File: src/hw/rtl/acet_pkg.sv
// Shared types and codes for the box contact event tracker.
package acet_pkg;

  localparam int unsigned COORD_W = 24;
  localparam int unsigned SIZE_W  = 23;
  localparam int unsigned ID_W    = 6;
  localparam int unsigned KIND_W  = 2;

  localparam logic [KIND_W-1:0] KIND_MISSING = 2'd0;
  localparam logic [KIND_W-1:0] KIND_BOX     = 2'd1;
  localparam logic [KIND_W-1:0] KIND_OTHER   = 2'd2;

  typedef enum logic [1:0] {
    EV_NONE  = 2'd0,
    EV_ENTER = 2'd1,
    EV_STAY  = 2'd2,
    EV_EXIT  = 2'd3
  } contact_event_t;

  typedef struct packed {
    logic [KIND_W-1:0]         kind;
    logic [ID_W-1:0]           left_id;
    logic [ID_W-1:0]           right_id;
    logic signed [COORD_W-1:0] left_x;
    logic signed [COORD_W-1:0] left_y;
    logic [SIZE_W-1:0]         left_width;
    logic [SIZE_W-1:0]         left_height;
    logic signed [COORD_W-1:0] right_x;
    logic signed [COORD_W-1:0] right_y;
    logic [SIZE_W-1:0]         right_width;
    logic [SIZE_W-1:0]         right_height;
  } in_req_t;

  typedef struct packed {
    contact_event_t  contact_event;
    logic            overlapping;
    logic [ID_W-1:0] pair_left;
    logic [ID_W-1:0] pair_right;
  } out_rsp_t;

endpackage

File: src/hw/rtl/acet_overlap.sv
// Strict axis-aligned overlap test of two boxes.
module acet_overlap (
  input  acet_pkg::in_req_t req,
  output logic              hit
);

  localparam int unsigned SUM_W = acet_pkg::COORD_W + 1;

  logic signed [SUM_W-1:0] lx, ly, rx, ry;
  logic signed [SUM_W-1:0] lw, lh, rw, rh;
  logic signed [SUM_W-1:0] l_right, l_bottom, r_right, r_bottom;

  // Edges are widened by one bit so the sums never wrap.
  assign lx = $signed({req.left_x[acet_pkg::COORD_W-1], req.left_x});
  assign ly = $signed({req.left_y[acet_pkg::COORD_W-1], req.left_y});
  assign rx = $signed({req.right_x[acet_pkg::COORD_W-1], req.right_x});
  assign ry = $signed({req.right_y[acet_pkg::COORD_W-1], req.right_y});
  assign lw = $signed({2'b00, req.left_width});
  assign lh = $signed({2'b00, req.left_height});
  assign rw = $signed({2'b00, req.right_width});
  assign rh = $signed({2'b00, req.right_height});

  assign l_right  = lx + lw;
  assign l_bottom = ly + lh;
  assign r_right  = rx + rw;
  assign r_bottom = ry + rh;

  assign hit = (lx < r_right) && (l_right > rx) && (ly < r_bottom) && (l_bottom > ry);

endmodule

File: config.mk
export PLATFORM = sky130hd
export DESIGN_NAME = acet_overlap
export DESIGN_NICKNAME = d
export VERILOG_FILES = /design/src/hw/rtl/acet_pkg.sv /design/src/hw/rtl/acet_overlap.sv
export SDC_FILE = /design/constraint.sdc
export NUM_CORES = 1
export LEC_CHECK = 0
export ABC_AREA = 1
export ABC_CLOCK_PERIOD_IN_PS = 4100
export BUFFER_PORTS_ARGS = -buffer_cell sky130_fd_sc_hd__buf_2
export CORE_MARGIN = 2
export CORE_UTILIZATION = 57
export DETAILED_ROUTE_END_ITERATION = 6
export MAX_ROUTING_LAYER = met4
export PLACE_DENSITY = 0.95
export SYNTH_ARGS = -nofsm -noshare
export SYNTH_HDL_FRONTEND = slang
export SYNTH_SLANG_ARGS = --single-unit
File: constraint.sdc
create_clock -name vclk -period 4.1
set_input_delay 0.41 -clock vclk [all_inputs]
set_output_delay 0.41 -clock vclk [all_outputs]
set_load 0.01 [all_outputs]
Yosys cells after proc, flatten, opt, wreduce, memory -nomap -nowiden
Cells that the tools add are included.
Operators by class
  add/subtract/negate cells: 4
  $lt $le $gt $ge: 4
  reduce and logical (&&, ||, !) cells: 3
Operators by type and width (count)
  $add 24x24->25: 4
  $gt 25x24->1: 2
  $lt 24x25->1: 2
  $logic_and 1x1->1: 3
Storage, ports and cells
  input port bits: 202
  logic and storage cells: 11
  output and inout port bits: 1
  register bits after elaboration: 0

Depth between registers and ports, before layout
Gate-level depths: netlist of run 1.
  depth after elaboration: 5
  mapped depth: 24
  mapped depth without buffers: 24

Worst setup path after synthesis of run 1
No wires, ideal clock.
  path kind: input to output
  start: in req[23] (netlist bit)
  end: out hit
  buffers on the path: 0
  arrival time: 3.024 ns
  data required time: 3.690 ns
  cell stages on the path: 21
  slack: 0.666 ns
  path through: ha_1 > fa_1 > nand3_1 > nand2_2 > a21boi_2 > o21ai_2 > nand3_1 > nand2_1 > nand3_1 > nand3_1 > ha_1 > nand2_1 > nand2_1 > or2_2 > nor2_1 > nand3_1 > nand2_1 > nand2_1 > inv_1 > nand3_1 > nor2_1
On the way
  longest elaborated chain between the ends: 5
Ends and longest elaborated chain
  from (decl): RTL line acet_overlap.sv:3  | input acet_pkg::in_req_t req,
  $add 24x24->25: RTL line acet_overlap.sv:25  | assign r_right = rx + rw;
  $lt 24x25->1: RTL line acet_overlap.sv:28  | assign hit = (lx < r_right) && (l_right > rx) && (ly < r_bottom) && (l_bottom > ry);
  $logic_and 1x1->1 (3 in series): RTL line acet_overlap.sv:28
  to (decl): RTL line acet_overlap.sv:4  | output logic hit
No other way between the ends.

Worst setup path in the final report of run 1
Same ends and word-level chain as after synthesis.

==> results of run 1 <==
==> through the flow <==
| step | hold WS (ns) | setup TNS, ns | utilization | std cells |
|---|---|---|---|---|
| global placement | 1.56 | 0 | 0.666 | 1699 |
| floorplan | 1.21 | 0 | - | 1328 |
| detailed placement | 1.57 | 0 | 0.666 | 1699 |
| finish | 1.54 | 0 | 0.674 | 1707 |
| global route | 1.60 | -0.0465 | 0.674 | 1707 |
| CTS | 1.57 | 0 | 0.666 | 1699 |
==> logic make-up after synthesis <==
kind of cell | share of synthesized area
compound gates | 0.199
xor+xnor | 0.0922
fa+ha+maj | 0.308
buf+inv | 0.0842
simple gates | 0.317
==> layout make-up <==
class,count,area share
inverters,179,0.0724
well taps,180,0.0243
repair buffers,198,0.109
multi-input cells,1149,0.794
diodes,1,0.000270
==> worst min-delay path: stages <==
cell and delay (ns):
buf_2 0.18, ha_4 0.17, nand2_1 0.05, nand2_1 0.05
inv_1 0.03, nand3_1 0.05, nor2_1 0.05, buf_2 0.13
==> power groups by stage <==
stage            clock [mW]  sequential [mW]  combinational [mW]
3_3_place_gp              0                0                1.54
3_5_place_dp              0                0                1.59
5_1_grt        0.0000000326                0                1.86
4_1_cts                   0                0                1.60
6_report       0.0000000326                0                1.66
2_1_floorplan             0                0                1.13
==> metal layers <==
metal  GRT usage  part of all wire  vias up
li1            -                 -     4905
met1       0.390              0.38     4257
met2       0.649              0.47      455
met3      0.0144             0.062      136
met4       0.243             0.079        0
met5           -                 0        -
==> cell usage in the layout (no fill, tap or decap), types with 9 or more instances in the layout <==
cell,count
o21bai_1,12
a21o_1,12
a31oi_1,9
nand2_1,321
nand4_1,19
a21oi_1,125
nor2_1,143
xor2_1,50
buf_2,189
ha_1,186
nor3_1,30
buf_4,9
o21ai_0,56
nand3_1,67
xnor2_1,34
inv_1,178
a211oi_1,11
nand2_2,10
==> how the worst max path moves through the flow <==
stage,start,end,slack [ns],cells after the start
2_1_floorplan,req[23],hit,0.67,21
3_3_place_gp,req[94],hit,0.18,21
3_5_place_dp,req[94],hit,0.11,22
4_1_cts,req[94],hit,0.11,22
5_1_grt,req[2],hit,-0.05,25
6_report,req[23],hit,0.15,22
==> synth_stat cells (all sizes together) <==
master	count
a211oi	11
a31o	4
o21a	5
nor4	7
xor2	50
a31oi	9
and2	2
nand3b	1
o211ai	2
nor2	145
o21ai	66
inv	179
xnor2	34
a221oi	1
nor3	31
nand3	70
nand2	331
or2	1
fa	4
o21bai	13
a21oi	133
a211o	2
ha	190
nand4	19
a21o	12
a21boi	6
==> repair_timing <==
item                       CTS  global route
setup buffers                0             7
setup endpoints to repair    0             1
gates resized for setup      0            13
==> reports/summary.md, run 1 <==
The flow ran to the end, and the final reports show no timing, DRC or antenna violations. Combined global-route utilization of all metal layers: 0.363. The cell depth of the worst hold path came out at 8.

The worst-case IR drop observed on VDD is 102 µV. The run gives 0 as the final antenna-violating net count. The HPWL after detailed placement is 24500 µm. The row count is 43.

The synthesized instance count is 1328, and the power consumption is 1.66 mW. The fraction of final layout cells sized beyond drive strength 1 works out to 0.163. The tools report the area taken by flip-flops and latches as 0 µm².

Setup violations remaining at the end of the flow were counted as 0. When the netlist entered floorplanning its net count stood at 1724. The synthesized netlist occupies a cell area of 7980 µm². The cell accounting for the most synthesized area was ha_1. Setup slack closes at 0.148 ns.

Hold path startpoint: req[187]. STA classifies the critical path endpoint as an output port. The slew at the pin with the worst max-slew slack was 0.661 ns; the final count of hold timing violations was 0.

For this run, design rule violations remaining after detail routing come to 0. In this run the tool buffered the top-level ports with 189 buffer cells. Global-route wire length before repair: 42300 µm. After layout, the clock buffer instance count stands at 0. On the critical path the largest part of the delay comes from simple AND/OR/NAND/NOR gates. The die height is 122 µm. The most repeated library cell on the critical path was nand3_1.

The number of antenna violations at the first check in global routing came out at 1. For this design the total switching power over the nets is 1.00 mW. The power density normalized to cell area is 179 nW/µm². For the combinational share of power, the log shows 1.000.

Traced cell by cell, the critical path runs through buf_2 -> ha_1 -> fa_1 -> nand3_1 -> nand2_2 -> a21boi_4 -> inv_1 -> nand3_1 -> nand3_1 -> xor2_1 -> ha_1 -> nand2_1 -> a21oi_1 -> or2_2 -> nor2_1 -> nand3_1 -> nand2_1 -> nand2_1 -> inv_1 -> nand3_1 -> nor2_1 -> buf_2. At the placement stage, the worst setup path has a slack of 0.110 ns. The final critical-path share of the clock period came out at 0.964. The per-cell via count in the routed design was 5.71; the minimum clock period after layout was 3.95 ns. Of all nets on the critical path, the largest fanout is 3. The tools report the number of iterations in the first detailed-routing pass as 5.

The number of nets in the layout was 1924; the area fraction of the dominant cell type after synthesis was 0.298. The I/O pin total is 203. The number of max-cap violations is 0. The run gives 9429 as the via count of the first global-routing pass. Wires add up to 27200 µm. After filler insertion, the fill cell instance count of the layout stands at 1296.

The area of the die was 15000 µm². At the end of routability-driven placement, the weighted congestion stood at 1.04. Sorting the synthesized cells by area gives the leading types as ha_1, nand2_1, inv_1. In this run the worst hold path is classified as input port to output port. The switching share of power was 0.606; the count of pins over their slew limit was 0. Headroom to the max-slew limit: 0.554. Worst hold endpoint: hit.

Data on the critical path arrives at its endpoint at 3.54 ns. The critical path is of the input port to output port type. The initial core utilization is 0.579. After detailed routing, the average wire length per cell comes to 15.9 µm. The count of routing violations after the opening detailed-route iteration was 535. The share of the yosys chip area belonging to registers is 0. After routing the design area is 9280 µm². Hold repair after CTS inserted 0 buffers. Summed over all layers, the global routing overflow is 0. The run gives 0 as the part of the power in registers. Entering global routing, the biggest net connects 7 pins. Nature of the critical path startpoint: an input port. The slowest cell on the critical path was fa_1. The routed via count came out at 9753. The design has 0 sequential cells. The largest incremental delay on the critical path is 0.42 ns, and the post-place instance area is 9170 µm². The floorplan step set the die width to 122 µm. In this run the standard cell core region covers 13800 µm². A synthesized cell averages 6.01 µm². The leakage power of the design is 5.08 nW.

In this run, distinct cell masters in the synthesized netlist total 38. The share of total power in the clock network came out at 0. Required time at the endpoint of the critical path: 3.69 ns.

The critical path contains buffers and inverters numbering 4 combined. Yosys printed 0 warnings. The fmax is 253 MHz, and the area growth from synthesis to layout is 16.3%. The internal portion of the total power is 0.653 mW.

For the area of the multi-input gates, the log shows 7370 µm².
(Power assumes the default switching activity.)
==> run 2: changes to the inputs <==
--- a/config.mk
+++ b/config.mk
@@ -8,8 +8,10 @@
 export ABC_AREA = 1
 export ABC_CLOCK_PERIOD_IN_PS = 4100
 export BUFFER_PORTS_ARGS = -buffer_cell sky130_fd_sc_hd__buf_2
+export CELL_PAD_IN_SITES_DETAIL_PLACEMENT = 2
+export CELL_PAD_IN_SITES_GLOBAL_PLACEMENT = 2
 export CORE_MARGIN = 2
-export CORE_UTILIZATION = 57
+export CORE_UTILIZATION = 29
 export DETAILED_ROUTE_END_ITERATION = 6
 export MAX_ROUTING_LAYER = met4
 export PLACE_DENSITY = 0.95
==> run 2 against run 1 <==
Compared with the run above:
- the flow now finishes with violations (setup timing)
- die area rose by 93%
- worst setup slack lost 0.68 ns
- first-iteration DRC count rose by 60%
- sequential share of layout area is the same
- largest cell class unchanged
- highest routed layer unchanged
==> reports/summary.md, run 2 (synthesized netlist as in run 1, its figures left out) <==
The run finished, with violations left. The checks that failed: setup timing. Leading cell types in the layout, fill and taps excluded: nand2_1, buf_2, inv_1 (was nand2_1, buf_2, ha_1). Final antenna-violating net count: 0 (unchanged).

The flip-flop and latch count is 0 (unchanged). The logs give 8 (was 1) for the number of antenna violations at the first check in global routing and 40600 µm (was 24500 µm) for the detailed placer's ending HPWL. Headroom to the max-slew limit: 0.513 (was 0.554). The largest incremental delay on the critical path is 0.57 ns (was 0.42 ns), and the cell depth of the worst hold path is 8 (unchanged). The initial core utilization came out at 0.296 (was 0.579).

The minimum clock period after layout is 4.64 ns (was 3.95 ns), and the aggregate negative setup slack is -0.535 ns (was 0 ns). The number of nets in the layout is 1940 (was 1924), and the non-filler instance count after layout is 1892 (was 1707). The floorplan die width works out to 170 µm (was 122 µm).

The per-cell via count in the routed design works out to 6.21 (was 5.71). The tools report the I/O pin total as 203 (unchanged). The die height was 170 µm (was 122 µm). The most frequent standard cell in the layout excluding fill and tap cells is nand2_1 (unchanged).

Worst path cell trace: buf_2 -> ha_1 -> nand2_1 -> nor2_1 -> inv_1 -> nor3_1 -> a21oi_4 -> xnor2_1 -> ha_1 -> nand2_1 -> nor2_1 -> nand4_1 -> nor2_1 -> nand2_1 -> nand2_1 -> nand2_1 -> nand2_1 -> nand3_2 -> nor2_4 -> buf_6 (was buf_2 -> ha_1 -> fa_1 -> nand3_1 -> nand2_2 -> a21boi_4 -> inv_1 -> nand3_1 -> nand3_1 -> xor2_1 -> ha_1 -> nand2_1 -> a21oi_1 -> or2_2 -> nor2_1 -> nand3_1 -> nand2_1 -> nand2_1 -> inv_1 -> nand3_1 -> nor2_1 -> buf_2). The tools report the via count of the first global-routing pass as 12100 (was 9429). The uppermost metal layer occupied by signal nets was met4 (unchanged). The tools report the worst hold endpoint as hit (unchanged).

The worst endpoint data arrival time was 4.23 ns (was 3.54 ns); the final weighted congestion in routability-driven placement was 0.961 (was 1.04). The post-route DRC violation count came out at 0 (unchanged). For the sum of overflow across all layers after global routing, the log shows 0 (unchanged).

The routed via count is 11800 (was 9753). The slowest cell on the critical path was ha_1 (was fa_1). The final count of hold timing violations is 0 (unchanged).

The most repeated library cell on the critical path was nand2_1 (was nand3_1). The largest net degree at the start of global routing was 7 (unchanged); the combined global-route utilization of all metal layers was 0.312 (was 0.363). For the area taken by flip-flops and latches, the log shows 0 µm² (unchanged). The tools report the setup violation total in the final timing report as 1 (was 0). The count of input and output buffers is 189 (unchanged). Fraction of the core area covered by cells at the end of the flow: 0.379 (was 0.674).

The highest net fanout along the worst path works out to 5 (was 3). The run gives 3.69 ns (about the same) as the required time at the endpoint of the critical path. The category of the most critical setup path is input port to output port (unchanged).

The area of the die is 28900 µm² (was 15000 µm²), and the final critical-path share of the clock period is 1.13 (was 0.964). The slack of the critical path was -0.535 ns (was 0.148 ns). The tools report the routed wire length as 57000 µm (was 27200 µm). The slew at the pin with the worst max-slew slack works out to 0.723 ns (was 0.661 ns). For the final-layout fill cell count, the log shows 3285 (was 1296). Global-route wire length before repair: 67800 µm (was 42300 µm).

Met3 wirelength from detailed routing: 3840 µm (was 1680 µm). Kind of end point of the critical path: an output port (unchanged). For the row count, the log shows 60 (was 43). The routed wirelength normalized by instance count was 30.1 µm (was 15.9 µm). The routed wire length on met2 is 27400 µm (was 12900 µm). The nature of the critical path startpoint was an input port (unchanged). The run gives 1865 (was 1699) as the instance count after placement with tap cells included. The number of max-cap violations is 0 (unchanged), and the count of clock-net buffers in the final layout is 0 (unchanged). The sum of routed wire segments on met1 is 19900 µm (was 10500 µm), and the area of the core is 27000 µm² (was 13800 µm²). The logs give 0 (unchanged) for the count of pins over their slew limit and 856 (was 535) for the count of routing violations after the opening detailed-route iteration.

The area growth from synthesis to layout came out at 27.9% (was 16.3%). The hold path startpoint was req[163] (was req[187]). The class of the worst hold path is input port to output port (unchanged). The fmax is 216 MHz (was 253 MHz), and the count of hold-fix buffers inserted at cts is 0 (unchanged). The number of iterations in the first detailed-routing pass was 5 (unchanged).

The tools report the worst hold slack across all endpoints as 1.66 ns (was 1.54 ns). The fraction of final layout cells sized beyond drive strength 1 came out at 0.239 (was 0.163).
## run 2: final cells by class
| cell class | count | area (µm²) | share of cell area |
|---|---|---|---|
| Timing Repair Buffer | 214 | 1160 | 0.113 |
| Inverter | 179 | 672 | 0.0658 |
| Multi-Input combinational cell | 1149 | 7930 | 0.777 |
| Tap cell | 341 | 427 | 0.0418 |
| Antenna cell | 9 | 22.5 | 0.00221 |
## run 2: worst max path at each step
stage                        start  end
after CTS                   req[0]  hit
after detailed placement   req[70]  hit
after global routing      req[174]  hit
final                     req[174]  hit
after floorplan            req[23]  hit
after global placement     req[23]  hit
## run 2: timing repair
action	4_1_cts	5_1_grt
pin swaps	3	36
buffers inserted	1	17
endpoints found under the setup margin	1	1
resized for setup	22	120
gates cloned	0	0
## run 2: stage by stage
step                cell area [µm²]  setup slack, ns
floorplan                      7980            0.666
detailed placement             9410           -0.173
CTS                            9530           0.0241
global route                  10200           -0.574
global placement               9410            0.175
finish                        10200           -0.535
## run 2: metal layers
metal / GRT usage / vias up
met5: - / -
met4: 0.152 / 0
met3: 0.0279 / 405
met2: 0.582 / 705
met1: 0.329 / 5718
li1: - / 4927
## run 2: worst max-delay path, delay by kind of cell
family,cells,cell delay (ns)
compound gates,1,0.16
xor+xnor,1,0.21
fa+ha+maj,2,1.01
buf+inv,3,0.34
simple gates,13,2.09
==> run 3: changes to the inputs <==
--- a/config.mk
+++ b/config.mk
@@ -7,7 +7,7 @@
 export LEC_CHECK = 0
 export ABC_AREA = 1
 export ABC_CLOCK_PERIOD_IN_PS = 4100
-export BUFFER_PORTS_ARGS = -buffer_cell sky130_fd_sc_hd__buf_2
+export BUFFER_PORTS_ARGS = -buffer_cell sky130_fd_sc_hd__buf_4
 export CELL_PAD_IN_SITES_DETAIL_PLACEMENT = 2
 export CELL_PAD_IN_SITES_GLOBAL_PLACEMENT = 2
 export CORE_MARGIN = 2
==> run 3 against run 2 <==
Compared with the run above:
- the run still ends with setup timing left
- critical path depth stayed put
- die area stayed put
- worst setup slack better by 0.46 ns
- hold slack worse by 0.090 ns
- non-clock buffer count is 1 higher
- global-route usage is 0.48 points lower
==> reports/summary.md, run 3 (synthesized netlist as in run 1, its figures left out) <==
The routed wirelength normalized by instance count is 25.0 µm (was 30.1 µm), and the power consumption is 2.11 mW. The area taken by flip-flops and latches is 0 µm² (unchanged), and the area of the core is 27000 µm² (unchanged). Failing checks: setup timing (unchanged).

The minimum clock period after layout is 4.17 ns (was 4.64 ns). Detailed placer's ending HPWL: 40400 µm (was 40600 µm). For the setup violation total in the final timing report, the log shows 1 (unchanged). The count of buffering cells on the critical path with inverters included is 2 (was 3). The floorplan die width was 170 µm (unchanged); the routed via count was 10800 (was 11800).

The run gives 3272 (was 3285) as the final-layout fill cell count. The run gives 47100 µm (was 57000 µm) as the routed wire length. The share of total power in the clock network came out at 0. The via count of the first global-routing pass came out at 12000 (was 12100).

Worst path cell trace: buf_4 -> ha_1 -> nand2_1 -> o21ai_0 -> o21bai_1 -> nand2_1 -> nand3_1 -> xor2_1 -> ha_1 -> nand2_1 -> nor2_1 -> nand3_1 -> nor2_1 -> nand2_1 -> nand2_1 -> nand2_1 -> nand2_1 -> nand3_2 -> nor2_4 -> buf_4 (was buf_2 -> ha_1 -> nand2_1 -> nor2_1 -> inv_1 -> nor3_1 -> a21oi_4 -> xnor2_1 -> ha_1 -> nand2_1 -> nor2_1 -> nand4_1 -> nor2_1 -> nand2_1 -> nand2_1 -> nand2_1 -> nand2_1 -> nand3_2 -> nor2_4 -> buf_6). The count of hold-fix buffers inserted at cts is 0 (unchanged), and the leakage power of the design is 5.39 nW. The origin of the worst setup path was req[176] (was req[174]). The switching share of power works out to 0.628. The number of cells on the critical path was 20 (unchanged); the aggregate negative setup slack was -0.0721 ns (was -0.535 ns). The tools report the slack of the critical path as -0.0721 ns (was -0.535 ns). Cell internal power was estimated by the tool at 0.785 mW. The largest net degree at the start of global routing came out at 7 (unchanged). For the count of clock-net buffers in the final layout, the log shows 0 (unchanged). Nature of the critical path startpoint: an input port (unchanged). The run gives 3.76 ns (was 4.23 ns) as the worst endpoint data arrival time. The run gives -0.208 ns (was -0.173 ns) as the minimum setup slack after placement. Category of the most critical setup path: input port to output port (unchanged). The flip-flop and latch count is 0 (unchanged), and the fraction of final layout cells sized beyond drive strength 1 is 0.218 (was 0.239).

The logs give 0 (unchanged) for the sum of overflow across all layers after global routing and 0.296 (unchanged) for the initial core utilization. The final count of hold timing violations is 0 (unchanged). The count of routing violations after the opening detailed-route iteration is 505 (was 856). The kind of end point of the critical path was an output port (unchanged).

The headroom to the max-slew limit was 0.608 (was 0.513). The run gives 7670 µm² (was 7930 µm²) as the area of the multi-input gates. The highest net fanout along the worst path is 4 (was 5). The number of nets in the layout came out at 1941 (was 1940).

The critical path's top delay family was simple AND/OR/NAND/NOR gates (unchanged). The final antenna-violating net count was 0 (unchanged); the non-filler instance count after layout was 1887 (was 1892). The number of iterations in the first detailed-routing pass is 5 (unchanged), and the largest incremental delay on the critical path is 0.45 ns (was 0.57 ns).

The worst hold slack across all endpoints came out at 1.57 ns (was 1.66 ns). The count of input and output buffers came out at 189 (unchanged). The run gives 0.951 (was 0.961) as the final weighted congestion in routability-driven placement.

Leading cell types in the layout, fill and taps excluded: nand2_1, buf_4, ha_1 (was nand2_1, buf_2, inv_1). The post-route DRC violation count was 0 (unchanged); the instance count after placement with tap cells included was 1869 (was 1865). The fmax came out at 240 MHz (was 216 MHz). Combinational share of power: 1.000. The class of the worst hold path is input port to output port (unchanged). Part of the power in registers: 0. Die height: 170 µm (unchanged). The required time at the endpoint of the critical path is 3.69 ns (about the same), and the number of max-cap violations is 0 (unchanged). The power density normalized to cell area came out at 203 nW/µm². IR analysis of the VDD net gives a maximum drop of 66.5 µV. The final critical-path share of the clock period is 1.02 (was 1.13), and the count of pins over their slew limit is 0 (unchanged).

The per-cell via count in the routed design is 5.71 (was 6.21). The global-route wire length before repair is 66600 µm (was 67800 µm). The tools report the area of the die as 28900 µm² (unchanged).

End point of the critical path: hit (unchanged). Summed over all nets, the switching power comes to 1.32 mW. For the I/O pin total, the log shows 203 (unchanged).

Most frequent standard cell in the layout excluding fill and tap cells: nand2_1 (unchanged). The slew at the pin with the worst max-slew slack was 0.582 ns (was 0.723 ns); the number of antenna violations at the first check in global routing was 3 (was 8). The run gives 60 (unchanged) as the row count. Most repeated library cell on the critical path: nand2_1 (unchanged). The tools report the combined global-route utilization of all metal layers as 0.307 (was 0.312). The run finished, with violations left. The area growth from synthesis to layout came out at 30.3% (was 27.9%).

The slowest cell on the critical path is o21ai_0 (was ha_1).
[run 3: timing repair]
action                     CTS  global route
pin swaps                    3            19
resized for setup           13            79
setup endpoints to repair    1             1
buffers inserted             1            14
[run 3: layer usage]
metal  track usage  vias to the layer above  part of all wire
li1              -                     4913                 -
met1         0.330                     5249              0.38
met2         0.566                      414              0.51
met3        0.0319                      190             0.048
met4         0.142                        0             0.065
met5             -                        -                 0
[run 3: through the flow]
step	util	cell area, µm²
after floorplan	-	7980
after global placement	0.368	9910
after detailed placement	0.368	9910
after CTS	0.370	9980
after global routing	0.386	10400
final	0.386	10400
[run 3: power by group through the flow]
| stage | Sequential [mW] | Clock, mW | Combinational [mW] |
|---|---|---|---|
| floorplan | 0 | 0 | 1.13 |
| global placement | 0 | 0 | 1.67 |
| detailed placement | 0 | 0 | 1.91 |
| CTS | 0 | 0 | 1.94 |
| global route | 0 | 0.0000000979 | 2.28 |
| finish | 0 | 0.0000000979 | 2.11 |
[run 3: final cells by class]
type | instances | share of cell area
Antenna cell | 3 | 0.000722
Tap cell | 341 | 0.0410
Multi-Input combinational cell | 1149 | 0.738
Timing Repair Buffer | 215 | 0.155
Inverter | 179 | 0.0649
[run 3: worst min path at each step]
stage	from	endpoint	slack, ns	cells past startpoint
detailed placement	req[187]	hit	1.62	8
global route	req[163]	hit	1.57	8
floorplan	req[187]	hit	1.21	6
global placement	req[187]	hit	1.56	8
CTS	req[187]	hit	1.56	8
finish	req[163]	hit	1.57	8
